[config.mk]
export PLATFORM = sky130hd
export DESIGN_NAME = dns_a_record_data_framer_top
export DESIGN_NICKNAME = d
export VERILOG_FILES = /design/src/rtl/core/drf_pkg.sv /design/src/rtl/core/drf_ram.sv /design/src/rtl/core/drf_front.sv /design/src/rtl/core/drf_queue.sv /design/src/rtl/core/drf_back.sv /design/src/rtl/core/dns_a_record_data_framer_top.sv
export VERILOG_INCLUDE_DIRS = /design/src /design/src/rtl/core
export SDC_FILE = /design/constraint.sdc
export NUM_CORES = 2
export LEC_CHECK = 0
export ABC_CLOCK_PERIOD_IN_PS = 6100
export BUFFER_PORTS_ARGS = -buffer_cell sky130_fd_sc_hd__buf_2
export CORE_MARGIN = 2
export CORE_UTILIZATION = 45
export DETAILED_ROUTE_END_ITERATION = 8
export PLACE_DENSITY_LB_ADDON = 0.08
export SLEW_MARGIN = 5
export SYNTH_ARGS = -nofsm -noshare
export SYNTH_HDL_FRONTEND = slang
export SYNTH_SLANG_ARGS = --single-unit
[constraint.sdc]
create_clock -name clock -period 6.1 [get_ports clock]
set_clock_uncertainty 0.05 [all_clocks]
set_input_delay 0.915 -clock clock [delete_from_list [all_inputs] [get_ports clock]]
set_output_delay 0.915 -clock clock [all_outputs]
set_load 0.005 [all_outputs]
[src/rtl/core/dns_a_record_data_framer_top_macros.svh]
// ----------------------------------------------------------------------------
// Assertion macros for the A-record data framer
// Shared concurrent assertion forms, clocked on clock and disabled in reset.
// ----------------------------------------------------------------------------
`ifndef DNS_A_RECORD_DATA_FRAMER_TOP_MACROS_SVH
`define DNS_A_RECORD_DATA_FRAMER_TOP_MACROS_SVH

// Implication checked in the same cycle.
`define DRF_ASSERT_SAME(name, ante, cons, msg) \
   name: assert property (@(posedge clock) disable iff (reset) (ante) |-> (cons)) \
      else $error(msg);

// Implication checked in the cycle after the antecedent.
`define DRF_ASSERT_NEXT(name, ante, cons, msg) \
   name: assert property (@(posedge clock) disable iff (reset) (ante) |=> (cons)) \
      else $error(msg);

`endif

[src/rtl/core/drf_pkg.sv]
// ----------------------------------------------------------------------------
// A-record data framer package
// Sizes, codes, shared types and pointer arithmetic for the framer.
// ----------------------------------------------------------------------------
package drf_pkg;

   localparam int BUFFER_DEPTH = 256;
   localparam int PTR_W = $clog2(BUFFER_DEPTH);
   localparam int CNT_W = $clog2(BUFFER_DEPTH + 1);
   localparam int CMP_W = (CNT_W > 9) ? CNT_W : 9;

   localparam int QUEUE_DEPTH = 2;
   localparam int Q_IDX_W = $clog2(QUEUE_DEPTH);
   localparam int Q_CNT_W = $clog2(QUEUE_DEPTH + 1);

   localparam logic [1:0] OP_PUSH_BYTE   = 2'd0;
   localparam logic [1:0] OP_PULL_RECORD = 2'd1;
   localparam logic [1:0] OP_PUSH_RECORD = 2'd2;

   localparam logic REG_DIRECTION = 1'b0;
   localparam logic REG_LIMIT     = 1'b1;

   localparam logic DIR_OUT = 1'b0;
   localparam logic DIR_IN  = 1'b1;

   localparam logic KIND_RECORD  = 1'b0;
   localparam logic KIND_PAYLOAD = 1'b1;

   typedef logic [PTR_W-1:0] ptr_type;

   typedef struct packed {
      logic            is_rec;
      logic [3:0][7:0] byts;
      logic [1:0]      first;
      logic [1:0]      count;
      ptr_type         addr;
   } entry_type;

   typedef struct packed {
      logic       we;
      ptr_type    addr;
      logic [7:0] data;
   } ram_wr_type;

   typedef struct packed {
      logic rd_issue;
   } bk_status_type;

   typedef enum logic {
      BK_RUN,
      BK_FIN
   } bk_state_type;

   function automatic ptr_type ptr_add(ptr_type p, logic [1:0] k);
      logic [CNT_W-1:0] s;
      s = CNT_W'(p) + CNT_W'(k);
      if (s >= CNT_W'(BUFFER_DEPTH)) begin
         s = s - CNT_W'(BUFFER_DEPTH);
      end
      return s[PTR_W-1:0];
   endfunction

endpackage

[src/rtl/core/drf_ram.sv]
// ----------------------------------------------------------------------------
// Generic RAM
// One write port and one read port with registered read data.
// ----------------------------------------------------------------------------
module drf_ram #(
   parameter int WIDTH = 8,
   parameter int DEPTH = 256
) (
   input  logic                     clock,
   input  logic                     wr_en,
   input  logic [$clog2(DEPTH)-1:0] wr_addr,
   input  logic [WIDTH-1:0]         wr_data,
   input  logic [$clog2(DEPTH)-1:0] rd_addr,
   output logic [WIDTH-1:0]         rd_data
);

   logic [WIDTH-1:0] mem [DEPTH];
   logic [WIDTH-1:0] rd_data_ff;

   always_ff @(posedge clock) begin
      if (wr_en) begin
         mem[wr_addr] <= wr_data;
      end
      rd_data_ff <= mem[rd_addr];
   end

   assign rd_data = rd_data_ff;

endmodule

[src/rtl/core/drf_front.sv]
// ----------------------------------------------------------------------------
// Framer front end
// Accepts items, keeps the FIFO bookkeeping and sequence state, writes pushed
// bytes into the byte store and queues record and payload jobs.
// ----------------------------------------------------------------------------
module drf_front
   import drf_pkg::*;
(
   input  logic          clock,
   input  logic          reset,
   input  logic          csr_valid,
   output logic          csr_ready,
   input  logic          csr_index,
   input  logic [6:0]    csr_data,
   input  logic          req_valid,
   output logic          req_ready,
   input  logic [1:0]    req_operation,
   input  logic [7:0]    req_in_b0,
   input  logic [7:0]    req_in_b1,
   input  logic [7:0]    req_in_b2,
   input  logic [7:0]    req_in_b3,
   input  logic          q_full,
   output logic          q_push,
   output entry_type     q_entry,
   output ram_wr_type    ram_wr,
   input  bk_status_type bk_status
);

   logic             dir_ff, dir_in;
   logic [6:0]       limit_ff, limit_in;
   logic [6:0]       seq_ff, seq_in;
   logic [7:0]       rem_ff, rem_in;
   ptr_type          rd_ptr_ff, rd_ptr_in;
   ptr_type          wr_ptr_ff, wr_ptr_in;
   logic [CNT_W-1:0] fill_ff, fill_in;
   logic [CNT_W-1:0] pend_ff, pend_in;

   logic             fire;
   logic             seq_zero;
   logic [6:0]       eff_limit;
   logic [6:0]       seq_inc;
   logic [6:0]       seq_adv;
   logic [8:0]       three_lim;
   logic [CMP_W-1:0] fill_ext;
   logic [CMP_W-1:0] lim_ext;
   logic [CMP_W-1:0] len_min;
   logic [7:0]       len;
   logic [1:0]       pull_cap;
   logic [1:0]       pull_n;
   logic             rec_match;
   logic             rec_first;
   logic [7:0]       rec_base;
   logic [1:0]       rec_cap;
   logic [1:0]       rec_n;
   logic [7:0]       rec_rem;
   logic             has_room;
   logic [CNT_W:0]   occupied;
   logic [1:0]       pend_add;

   assign csr_ready = 1'b1;

   assign occupied  = {1'b0, fill_ff} + {1'b0, pend_ff};
   assign has_room  = fill_ff < CNT_W'(BUFFER_DEPTH);
   assign req_ready = !q_full && (!has_room || occupied < (CNT_W + 1)'(BUFFER_DEPTH));
   assign fire      = req_valid && req_ready;

   assign seq_zero  = seq_ff == 7'd0;
   assign eff_limit = (limit_ff == 7'd0) ? 7'd1 : limit_ff;
   assign seq_inc   = seq_ff + 7'd1;
   assign seq_adv   = (seq_inc >= eff_limit) ? 7'd0 : seq_inc;

   assign three_lim = ({2'b00, eff_limit} << 1) + {2'b00, eff_limit} - 9'd1;
   assign fill_ext  = CMP_W'(fill_ff);
   assign lim_ext   = CMP_W'(three_lim);
   assign len_min   = (lim_ext < fill_ext) ? lim_ext : fill_ext;
   assign len       = (len_min > CMP_W'(255)) ? 8'd255 : len_min[7:0];
   assign pull_cap  = seq_zero ? 2'd2 : 2'd3;
   assign pull_n    = (fill_ff < CNT_W'(pull_cap)) ? fill_ff[1:0] : pull_cap;

   assign rec_match = req_in_b0 == {1'b0, seq_ff};
   assign rec_first = req_in_b0 == 8'd0;
   assign rec_base  = rec_first ? req_in_b1 : rem_ff;
   assign rec_cap   = rec_first ? 2'd2 : 2'd3;
   assign rec_n     = (rec_base < {6'd0, rec_cap}) ? rec_base[1:0] : rec_cap;
   assign rec_rem   = rec_base - {6'd0, rec_n};

   always_comb begin
      dir_in    = dir_ff;
      limit_in  = limit_ff;
      seq_in    = seq_ff;
      rem_in    = rem_ff;
      rd_ptr_in = rd_ptr_ff;
      wr_ptr_in = wr_ptr_ff;
      fill_in   = fill_ff;
      pend_add  = 2'd0;
      q_push    = 1'b0;
      q_entry   = '0;
      ram_wr    = '0;

      if (csr_valid && csr_ready) begin
         case (csr_index)
            REG_DIRECTION: dir_in = csr_data[0];
            REG_LIMIT:     limit_in = csr_data;
            default:       dir_in = dir_ff;
         endcase
      end

      if (fire && dir_ff == DIR_OUT && req_operation == OP_PUSH_BYTE) begin
         if (has_room) begin
            ram_wr.we   = 1'b1;
            ram_wr.addr = wr_ptr_ff;
            ram_wr.data = req_in_b0;
            wr_ptr_in   = ptr_add(wr_ptr_ff, 2'd1);
            fill_in     = fill_ff + CNT_W'(1);
         end
         seq_in = 7'd0;
      end

      if (fire && dir_ff == DIR_OUT && req_operation == OP_PULL_RECORD && fill_ff != '0) begin
         q_push          = 1'b1;
         q_entry.is_rec  = 1'b1;
         q_entry.byts[0] = {1'b0, seq_ff};
         q_entry.byts[1] = seq_zero ? len : 8'd0;
         q_entry.first   = seq_zero ? 2'd2 : 2'd1;
         q_entry.count   = pull_n;
         q_entry.addr    = rd_ptr_ff;
         rd_ptr_in       = ptr_add(rd_ptr_ff, pull_n);
         fill_in         = fill_ff - CNT_W'(pull_n);
         pend_add        = pull_n;
         seq_in          = seq_adv;
      end

      if (fire && dir_ff == DIR_IN && req_operation == OP_PUSH_RECORD && rec_match) begin
         q_push          = rec_n != 2'd0;
         q_entry.is_rec  = 1'b0;
         q_entry.byts[0] = req_in_b0;
         q_entry.byts[1] = req_in_b1;
         q_entry.byts[2] = req_in_b2;
         q_entry.byts[3] = req_in_b3;
         q_entry.first   = rec_first ? 2'd2 : 2'd1;
         q_entry.count   = rec_n;
         rem_in          = rec_rem;
         seq_in          = (rec_rem == 8'd0) ? 7'd0 : seq_adv;
      end

      pend_in = pend_ff + CNT_W'(pend_add) - CNT_W'(bk_status.rd_issue);
   end

   always_ff @(posedge clock) begin
      if (reset) begin
         dir_ff    <= DIR_OUT;
         limit_ff  <= 7'd1;
         seq_ff    <= 7'd0;
         rem_ff    <= 8'd0;
         rd_ptr_ff <= '0;
         wr_ptr_ff <= '0;
         fill_ff   <= '0;
         pend_ff   <= '0;
      end else begin
         dir_ff    <= dir_in;
         limit_ff  <= limit_in;
         seq_ff    <= seq_in;
         rem_ff    <= rem_in;
         rd_ptr_ff <= rd_ptr_in;
         wr_ptr_ff <= wr_ptr_in;
         fill_ff   <= fill_in;
         pend_ff   <= pend_in;
      end
   end

endmodule

[src/rtl/core/drf_queue.sv]
// ----------------------------------------------------------------------------
// Framer job queue
// A short register FIFO of jobs between the front end and the back end.
// ----------------------------------------------------------------------------
module drf_queue
   import drf_pkg::*;
(
   input  logic      clock,
   input  logic      reset,
   input  logic      push,
   input  entry_type push_entry,
   output logic      full,
   input  logic      pop,
   output logic      head_valid,
   output entry_type head
);

   entry_type          slots [QUEUE_DEPTH];
   logic [Q_IDX_W-1:0] wr_idx_ff, wr_idx_in;
   logic [Q_IDX_W-1:0] rd_idx_ff, rd_idx_in;
   logic [Q_CNT_W-1:0] count_ff, count_in;
   logic               do_push;
   logic               do_pop;

   assign full       = count_ff == Q_CNT_W'(QUEUE_DEPTH);
   assign head_valid = count_ff != '0;
   assign head       = slots[rd_idx_ff];
   assign do_push    = push && !full;
   assign do_pop     = pop && head_valid;

   always_comb begin
      wr_idx_in = wr_idx_ff;
      rd_idx_in = rd_idx_ff;
      count_in  = count_ff;
      if (do_push) begin
         wr_idx_in = (wr_idx_ff == Q_IDX_W'(QUEUE_DEPTH - 1)) ? '0 : wr_idx_ff + Q_IDX_W'(1);
      end
      if (do_pop) begin
         rd_idx_in = (rd_idx_ff == Q_IDX_W'(QUEUE_DEPTH - 1)) ? '0 : rd_idx_ff + Q_IDX_W'(1);
      end
      if (do_push && !do_pop) begin
         count_in = count_ff + Q_CNT_W'(1);
      end else if (do_pop && !do_push) begin
         count_in = count_ff - Q_CNT_W'(1);
      end
   end

   always_ff @(posedge clock) begin
      if (reset) begin
         wr_idx_ff <= '0;
         rd_idx_ff <= '0;
         count_ff  <= '0;
      end else begin
         wr_idx_ff <= wr_idx_in;
         rd_idx_ff <= rd_idx_in;
         count_ff  <= count_in;
      end
   end

   always_ff @(posedge clock) begin
      if (do_push) begin
         slots[wr_idx_ff] <= push_entry;
      end
   end

endmodule

[src/rtl/core/drf_back.sv]
// ----------------------------------------------------------------------------
// Framer back end
// Reads record bytes from the byte store one per cycle, assembles records,
// splits incoming records into payload bytes and drives the result register.
// ----------------------------------------------------------------------------
`include "dns_a_record_data_framer_top_macros.svh"

module drf_back
   import drf_pkg::*;
(
   input  logic          clock,
   input  logic          reset,
   input  logic          q_valid,
   input  entry_type     q_head,
   output logic          q_pop,
   output ptr_type       rd_addr,
   input  logic [7:0]    rd_data,
   output bk_status_type bk_status,
   output logic          rsp_valid,
   input  logic          rsp_ready,
   output logic          rsp_out_kind,
   output logic [7:0]    rsp_out_b0,
   output logic [7:0]    rsp_out_b1,
   output logic [7:0]    rsp_out_b2,
   output logic [7:0]    rsp_out_b3,
   output logic          rsp_last
);

   bk_state_type    state_ff, state_in;
   logic [1:0]      idx_ff, idx_in;
   logic            cap_valid_ff, cap_valid_in;
   logic [1:0]      cap_pos_ff, cap_pos_in;
   logic [3:0][7:0] asm_ff, asm_in;
   logic            rsp_valid_ff, rsp_valid_in;
   logic            kind_ff, kind_in;
   logic [3:0][7:0] bytes_ff, bytes_in;
   logic            last_ff, last_in;
   logic            out_free;
   logic            is_last;
   logic [3:0][7:0] merged;

   assign out_free = !rsp_valid_ff || rsp_ready;
   assign is_last  = idx_ff == (q_head.count - 2'd1);

   always_comb begin
      merged = asm_ff;
      if (cap_valid_ff) begin
         merged[cap_pos_ff] = rd_data;
      end
   end

   always_comb begin
      state_in           = state_ff;
      idx_in             = idx_ff;
      cap_valid_in       = 1'b0;
      cap_pos_in         = cap_pos_ff;
      asm_in             = merged;
      rsp_valid_in       = rsp_valid_ff && !rsp_ready;
      kind_in            = kind_ff;
      bytes_in           = bytes_ff;
      last_in            = last_ff;
      q_pop              = 1'b0;
      rd_addr            = ptr_add(q_head.addr, idx_ff);
      bk_status.rd_issue = 1'b0;

      case (state_ff)
         BK_RUN: begin
            if (q_valid && q_head.is_rec) begin
               bk_status.rd_issue = 1'b1;
               cap_valid_in       = 1'b1;
               cap_pos_in         = q_head.first + idx_ff;
               if (idx_ff == 2'd0) begin
                  asm_in = q_head.byts;
               end
               if (is_last) begin
                  idx_in   = 2'd0;
                  state_in = BK_FIN;
               end else begin
                  idx_in = idx_ff + 2'd1;
               end
            end else if (q_valid && out_free) begin
               rsp_valid_in = 1'b1;
               kind_in      = KIND_PAYLOAD;
               bytes_in     = '0;
               bytes_in[0]  = q_head.byts[q_head.first + idx_ff];
               last_in      = is_last;
               if (is_last) begin
                  q_pop  = 1'b1;
                  idx_in = 2'd0;
               end else begin
                  idx_in = idx_ff + 2'd1;
               end
            end
         end
         BK_FIN: begin
            if (out_free) begin
               rsp_valid_in = 1'b1;
               kind_in      = KIND_RECORD;
               bytes_in     = merged;
               last_in      = 1'b1;
               q_pop        = 1'b1;
               state_in     = BK_RUN;
            end
         end
         default: begin
            state_in = BK_RUN;
         end
      endcase
   end

   always_ff @(posedge clock) begin
      if (reset) begin
         state_ff     <= BK_RUN;
         idx_ff       <= 2'd0;
         cap_valid_ff <= 1'b0;
         rsp_valid_ff <= 1'b0;
      end else begin
         state_ff     <= state_in;
         idx_ff       <= idx_in;
         cap_valid_ff <= cap_valid_in;
         rsp_valid_ff <= rsp_valid_in;
      end
   end

   always_ff @(posedge clock) begin
      cap_pos_ff <= cap_pos_in;
      asm_ff     <= asm_in;
      kind_ff    <= kind_in;
      bytes_ff   <= bytes_in;
      last_ff    <= last_in;
   end

   assign rsp_valid    = rsp_valid_ff;
   assign rsp_out_kind = kind_ff;
   assign rsp_out_b0   = bytes_ff[0];
   assign rsp_out_b1   = bytes_ff[1];
   assign rsp_out_b2   = bytes_ff[2];
   assign rsp_out_b3   = bytes_ff[3];
   assign rsp_last     = last_ff;

   `DRF_ASSERT_SAME(a_fin_has_record, state_ff == BK_FIN, q_valid && q_head.is_rec, "record job lost while assembling")
   `DRF_ASSERT_NEXT(a_read_captured, bk_status.rd_issue, cap_valid_ff, "byte store read not captured")
   `DRF_ASSERT_SAME(a_index_in_range, state_ff == BK_RUN && q_valid, idx_ff < q_head.count, "job index past its byte count")

endmodule

[src/rtl/core/dns_a_record_data_framer_top.sv]
// ----------------------------------------------------------------------------
// A-record data framer, top level
// Packs a byte stream into runs of 4-byte address records, or unpacks such
// runs back into bytes, as set by the direction register.
//
//   Port group | Flow | What it carries
//   csr_*      | in   | register index and write data, always ready
//   req_*      | in   | operation code and four record or data bytes
//   rsp_*      | out  | result kind, four bytes, last flag
//
// Pushes and dropped items are handled in the front end alone.
// A record pull reads its n data bytes (up to 3) one at a time through the
// single read port of the byte store, then emits the record; a payload emits one result per byte.
// A two-entry job queue lets the front end keep accepting items meanwhile.
// Reset is synchronous and needs no clearing pass; the byte store is unset.
// A stalled result holds in the output register; the back end waits on it.
// ----------------------------------------------------------------------------
module dns_a_record_data_framer_top
   import drf_pkg::*;
(
   input  logic       clock,
   input  logic       reset,
   input  logic       csr_valid,
   output logic       csr_ready,
   input  logic       csr_index,
   input  logic [6:0] csr_data,
   input  logic       req_valid,
   output logic       req_ready,
   input  logic [1:0] req_operation,
   input  logic [7:0] req_in_b0,
   input  logic [7:0] req_in_b1,
   input  logic [7:0] req_in_b2,
   input  logic [7:0] req_in_b3,
   output logic       rsp_valid,
   input  logic       rsp_ready,
   output logic       rsp_out_kind,
   output logic [7:0] rsp_out_b0,
   output logic [7:0] rsp_out_b1,
   output logic [7:0] rsp_out_b2,
   output logic [7:0] rsp_out_b3,
   output logic       rsp_last
);

   logic          q_full;
   logic          q_push;
   entry_type     q_entry;
   logic          q_pop;
   logic          q_valid;
   entry_type     q_head;
   ram_wr_type    ram_wr;
   ptr_type       rd_addr;
   logic [7:0]    rd_data;
   bk_status_type bk_status;

   drf_front u_front (
      .clock         (clock),
      .reset         (reset),
      .csr_valid     (csr_valid),
      .csr_ready     (csr_ready),
      .csr_index     (csr_index),
      .csr_data      (csr_data),
      .req_valid     (req_valid),
      .req_ready     (req_ready),
      .req_operation (req_operation),
      .req_in_b0     (req_in_b0),
      .req_in_b1     (req_in_b1),
      .req_in_b2     (req_in_b2),
      .req_in_b3     (req_in_b3),
      .q_full        (q_full),
      .q_push        (q_push),
      .q_entry       (q_entry),
      .ram_wr        (ram_wr),
      .bk_status     (bk_status)
   );

   drf_queue u_queue (
      .clock      (clock),
      .reset      (reset),
      .push       (q_push),
      .push_entry (q_entry),
      .full       (q_full),
      .pop        (q_pop),
      .head_valid (q_valid),
      .head       (q_head)
   );

   drf_ram #(
      .WIDTH (8),
      .DEPTH (BUFFER_DEPTH)
   ) u_store (
      .clock   (clock),
      .wr_en   (ram_wr.we),
      .wr_addr (ram_wr.addr),
      .wr_data (ram_wr.data),
      .rd_addr (rd_addr),
      .rd_data (rd_data)
   );

   drf_back u_back (
      .clock        (clock),
      .reset        (reset),
      .q_valid      (q_valid),
      .q_head       (q_head),
      .q_pop        (q_pop),
      .rd_addr      (rd_addr),
      .rd_data      (rd_data),
      .bk_status    (bk_status),
      .rsp_valid    (rsp_valid),
      .rsp_ready    (rsp_ready),
      .rsp_out_kind (rsp_out_kind),
      .rsp_out_b0   (rsp_out_b0),
      .rsp_out_b1   (rsp_out_b1),
      .rsp_out_b2   (rsp_out_b2),
      .rsp_out_b3   (rsp_out_b3),
      .rsp_last     (rsp_last)
   );

endmodule

# Word-level counts from Yosys, hierarchy flattened
# Memories as Yosys holds them, arrays and structs flattened. A register that Yosys moved wholly into a read port is not among the register bits.
# Cells that the tools add are included.
# classes
n_lt_le_gt_ge	13
eq_ne	8
mux	77
bitwise_logic	3
reduce_logical	46
n_addsub	22
# ops
operator	n
32-bit two-way mux	7
8-bit two-way mux	8
32-bit one-hot mux with 2 select lines	1
7-bit two-way mux	6
37-bit two-way mux	1
9-bit two-way mux	4
17-bit two-way mux	2
32-bit bitwise mux	1
1-bit two-way mux	29
28-bit two-way mux	1
9-bit >= comparator (second input constant)	3
8-bit by 1-bit subtractor with 8-bit output (second input constant)	3
2-bit two-way mux	10
8-bit by 2-bit adder with 9-bit output	2
1-bit logical AND	17
8-bit binary-select mux with 2-bit select	1
8-bit demux with 2-bit select	1
8-bit logical NOT	2
7-bit logical NOT	2
2-bit AND reduction	6
2-bit nonzero test	6
9-bit by 9-bit adder with 10-bit output	1
10-bit by 9-bit < comparator with 1-bit output (second input constant)	1
1-bit one-hot mux with 2 select lines	5
34 further kinds	49
# totals
out_inout_bits	37
memories	2
reg_bits	134
mem_bits_rw	2138
word_cells	197
# mem_list
name	words	width	read_ports	rd_clocked_by_memory_dff	wr	line_no	rtl
u_store.mem	256	8	1	1	1	drf_ram.sv:17	logic [WIDTH-1:0] mem [DEPTH];
u_queue.slots	2	45	1	1	1	drf_queue.sv:18	entry_type slots [QUEUE_DEPTH];

# Depth between registers and ports, before layout
# logic_depth
depth_word	15
mapped_depth	21
mapped_depth_nobuf	21

# By module
# A second synthesis with hierarchy kept.
# hier_totals
cells_unflattened	4899
area_unflattened_um2	91641.6
# modules_own_cells
module	area_each_um2	cells_each	seq_area_each_um2	n_inst
drf_ram	79556.3	3733	61659.1	1
drf_front	5317.6	693	1141.1	1
drf_queue	3464.6	165	2802.7	1
drf_back	3303.2	308	1821.7	1

# Worst setup path before layout
# Ideal clock, no wire load.
# synth_path
path_kind	input to register
startpoint	input port req_operation[1]
endpoint	memory u_store.mem[0][0], data pin
setup_slack_ns	0.157
arrival_time_ns	5.025
n_path_buf	1
path_stages	4
cell_sequence	nor4_1 and4_1 clkbuf_1 and2_1
# synth_rtl
item	line_no	rtl
start: declaration	dns_a_record_data_framer_top.sv:29	input logic [1:0] req_operation,
end: declaration	drf_ram.sv:17	

==> run_results.csv <==
group,metric,value,unit
global_routing,grt_overflow,0,
finish,multiInputGateArea,0.0252,mm^2
worst_setup_path,crit_fanout,44,
synth,synthArstFlopShare,0,
worst_setup_path,cpPeakStageDelay,1340,ps
die,core,0.209,mm^2
finish,nets,6547,
power_and_ir_drop,total_power,36.9,mW
job,max_cap_viol_count,0,
power_and_ir_drop,p_seq_frac,0.474,
die,die_h,462,um
worst_setup_path,endpoint_kind,"flop",
worst_setup_path,path_class,"reg -> reg",
clocking,cts_made_buffers,235,
finish,syn2layout_area_growth,14.5,%
clocking,htree_levels,4,
finish,layout-drive-gt1-share,0.181,
die,start_util,0.452,
die,chipWidth,462,um
finish,fin_area,0.108,mm^2
synth,synth_compound_area_frac,0.0812,
timing,timing.hold.ws,262,ps
worst_setup_path,cpMostUsedCell,"buf_4",
synth,synth-simple-area-share,0.0793,
global_routing,antenna_found_initial,13,
die,ios,84,
power_and_ir_drop,p_leak,34.2,nW
routing,wl,332000,um
global_routing,track_usage,0.309,
clocking,clk_latency,880,ps
timing,setup_slack,167,ps
timing,slew_headroom,0.0328,
clocking,hold_buffers,0,
die,std_cell_rows,168,
routing,ant_nets,0,
clocking,clockRootBuffer,"clkbuf_16",
clocking,cts_resized,1,
clocking,cts.sinks,2281,
synth,synth_fa_ha_area_frac,0.00965,
die,die_area,0.214,mm^2
worst_setup_path,critPathSlowestCell,"fa_4",
worst_setup_path,crit_path_start_kind,"flop",
timing,rsz0062_at_grt,"no",
clocking,cts_tree,"built",
synth,yosys.area_share.xor_xnor,0.00492,
timing,fin_crit,5930,ps
synth,synth_edf_count,2174,
synth,ys_seq_elements,2281,
synth,ys_warn_count,0,
finish,final_cell_count_no_fill,9446,
global_routing,grt_max_degree,145,
status,status,"finished with violations",
routing,wl_per_cell,35.2,um
routing,drc_errors,1,
routing,drt_iter0_markers,8619,
worst_setup_path,path_cells,"mux2_2, ha_4, fa_4, buf_4, nor3_1, nand2_1, buf_4, o22ai_1, or4_1, o31ai_2, buf_4, a311oi_1, a311oi_1, and4bb_1",
clocking,clkSlewWorstSetupHoldPaths,60,ps
placement,port_buffers,82,
synth,synthMuxAreaShare,0.0882,
routing,dr.pass1.iters,8,
placement,placed_area,0.100,mm^2
finish,fillers,17400,
synth,ys_seq_area_frac,0.714,
placement,post-dp-hpwl,218000,um
synth,syn_avg_cell_area,15.5,um^2
worst_setup_path,worstRegToRegCells,14,
global_routing,grt_pass1_vias,58000,
placement,dp_slack,24.3,ps
timing,setup_viol,0,
timing,max_freq,0.169,GHz
finish,seqCellArea,0.0674,mm^2
clocking,cts_max_path_buffers,3,
power_and_ir_drop,comb_power_share,0.129,
placement,dp.cells,8999,
clocking,cts_setup_buffers,0,
synth,synth_top_family_by_area,"multiplexers",
synth,netlist_instances,6104,
timing,hold_viol_final,0,
routing,vias,60300,
synth,netlist_area,0.0944,mm^2
synth,synth_ff_type,"edfxtp_1",
placement,place_congestion,0.969,
power_and_ir_drop,ir_drop,0.329,mV
routing,viasPerCell,6.38,
status,violations,"DRC",
power_and_ir_drop,swShare,0.261,
global_routing,grt_pass1_wl,460000,um
hold_path,hold_depth,3,
power_and_ir_drop,powerDensity,341,mW/mm^2
worst_setup_path,critical_path_arrival,6720,ps
power_and_ir_drop,p_switching,9.64,mW
hold_path,min_path_type,"in -> reg",
power_and_ir_drop,p_int,27.3,mW
worst_setup_path,worstPathRequired,6880,ps
timing,worst_pin_slew,1450,ps
timing,period_share,0.973,
power_and_ir_drop,pwr-share-clk,0.397,
timing,slew_violations,0,
synth,synthDistinctLibCells,101,
==> kinds of logic (layout without fill, tap and decap cells) <==
logic type                 after synthesis  after routing
DFF                                   2281           2281
muxes                                  520            520
AOI/OAI and AO/OA                     1071           1071
and+or+nand+nor                       1653           1653
adders and majority gates               70             70
other                                    2              8
buffers and inverters                  457            988
xor gates and xnor gates                50             50
==> cells in the final DEF (no fill, tap or decap), drive strengths merged, types with 16 or more instances in the layout <==
cell type and instances:
a2111oi 16, a211oi 27, a21oi 152, a221o 25, a221oi 36, a222oi 26, a22o 37, a22oi 141
a311oi 28, a31oi 97, a32oi 22, and2 45, and3 29, buf 478, bufinv 26, clkbuf 301
clkinv 96, dfxtp 107, edfxtp 2174, ha 64, inv 76, mux2 52, mux2i 229, mux4 239
nand2 573, nand3 177, nand4 43, nor2 489, nor2b 30, nor3 118, nor3b 16, nor4 50
o211ai 27, o21ai 91, o221ai 28, o22a 16, o22ai 148, o31ai 28, xnor2 25, xor2 25
==> layout make-up <==
class                   count  area share
diodes                      5    0.000116
clock buffers             301      0.0578
clock inverters           141      0.0143
inverters                  68     0.00236
multi-input cells        3367       0.233
flip-flops and latches   2281       0.624
well taps                2805      0.0325
repair buffers            478      0.0363
==> metal layers <==
metal  global-route usage  wire length [um]  vias to the layer above
met2                0.469            149000                     3444
met5                    0                58                        -
li1                     -                 -                    24900
met4                0.137             17200                       10
met3               0.0676             32400                      740
met1                0.427            133000                    31100
==> critical path, delay by kind of cell (launching register included) <==
kind	cells	cell delay, ps
DFF	1	340
buffers and inverters	3	980
AOI/OAI and AO/OA	4	1380
muxes	1	350
and+or+nand+nor	4	1150
adders and majority gates	2	1510
==> final timing paths <==
kind                            start                   to  slack [ps]
hold reg to reg   u_front.limit_ff[4]  u_front.limit_ff[4]         430
setup reg to reg                 flop   u_store.rd_data[0]         170
hold / removal            csr_data[3]  u_front.limit_ff[3]         260
setup / recovery                 flop   u_store.rd_data[0]         170
==> metrics by stage <==
stage	TNS, ps	utilization
floorplan	0	-
global placement	-65.1	0.480
detailed placement	0	0.480
CTS	0	0.517
global route	0	0.517
finish	0	0.517
==> flip-flops by register name, indices dropped and copies added (netlist names), 9 cells and up, named ones only <==
signal and cells:
u_front.pend_ff 9, u_back.asm_ff 32, u_queue.slots 90, u_store.mem 2048, u_front.fill_ext 9
==> cell usage after synthesis, drive strengths merged, types with 22 or more instances <==
| library cell | count | share of area |
|---|---|---|
| a22oi | 141 | 0.011 |
| o22ai | 148 | 0.0098 |
| a221o | 25 | 0.0026 |
| and3 | 29 | 0.0019 |
| mux4 | 239 | 0.057 |
| a211oi | 27 | 0.0021 |
| a311oi | 28 | 0.0027 |
| nor2 | 489 | 0.020 |
| a32oi | 22 | 0.0020 |
| mux2i | 229 | 0.025 |
| a222oi | 26 | 0.0028 |
| dfxtp | 107 | 0.023 |
| mux2 | 52 | 0.0062 |
| clkbuf | 166 | 0.0066 |
| inv | 67 | 0.0027 |
| nor4 | 50 | 0.0033 |
| a21oi | 152 | 0.0081 |
| o21ai | 91 | 0.0048 |
| a31oi | 97 | 0.0064 |
| nand4 | 43 | 0.0028 |
| nand2 | 573 | 0.023 |
| xor2 | 25 | 0.0023 |
| xnor2 | 25 | 0.0026 |
| a22o | 37 | 0.0034 |
| edfxtp | 2174 | 0.69 |
| nor2b | 30 | 0.0020 |
| ha | 64 | 0.0085 |
| buf | 223 | 0.013 |
| o31ai | 28 | 0.0022 |
| o211ai | 27 | 0.0021 |
| nand3 | 177 | 0.0094 |
| and2 | 45 | 0.0030 |
| a221oi | 36 | 0.0033 |
| o221ai | 28 | 0.0026 |
| nor3 | 118 | 0.0063 |
==> power groups by stage <==
stage	Clock, mW	Combinational, mW	Sequential [mW]
6_report	14.6	4.76	17.5
5_1_grt	15.4	4.97	17.5
4_1_cts	14.8	4.68	17.5
3_5_place_dp	0	4.67	17.8
3_3_place_gp	0	4.64	17.8
2_1_floorplan	0	2.60	17.8
Note: power is estimated with default switching activity, not from simulation.
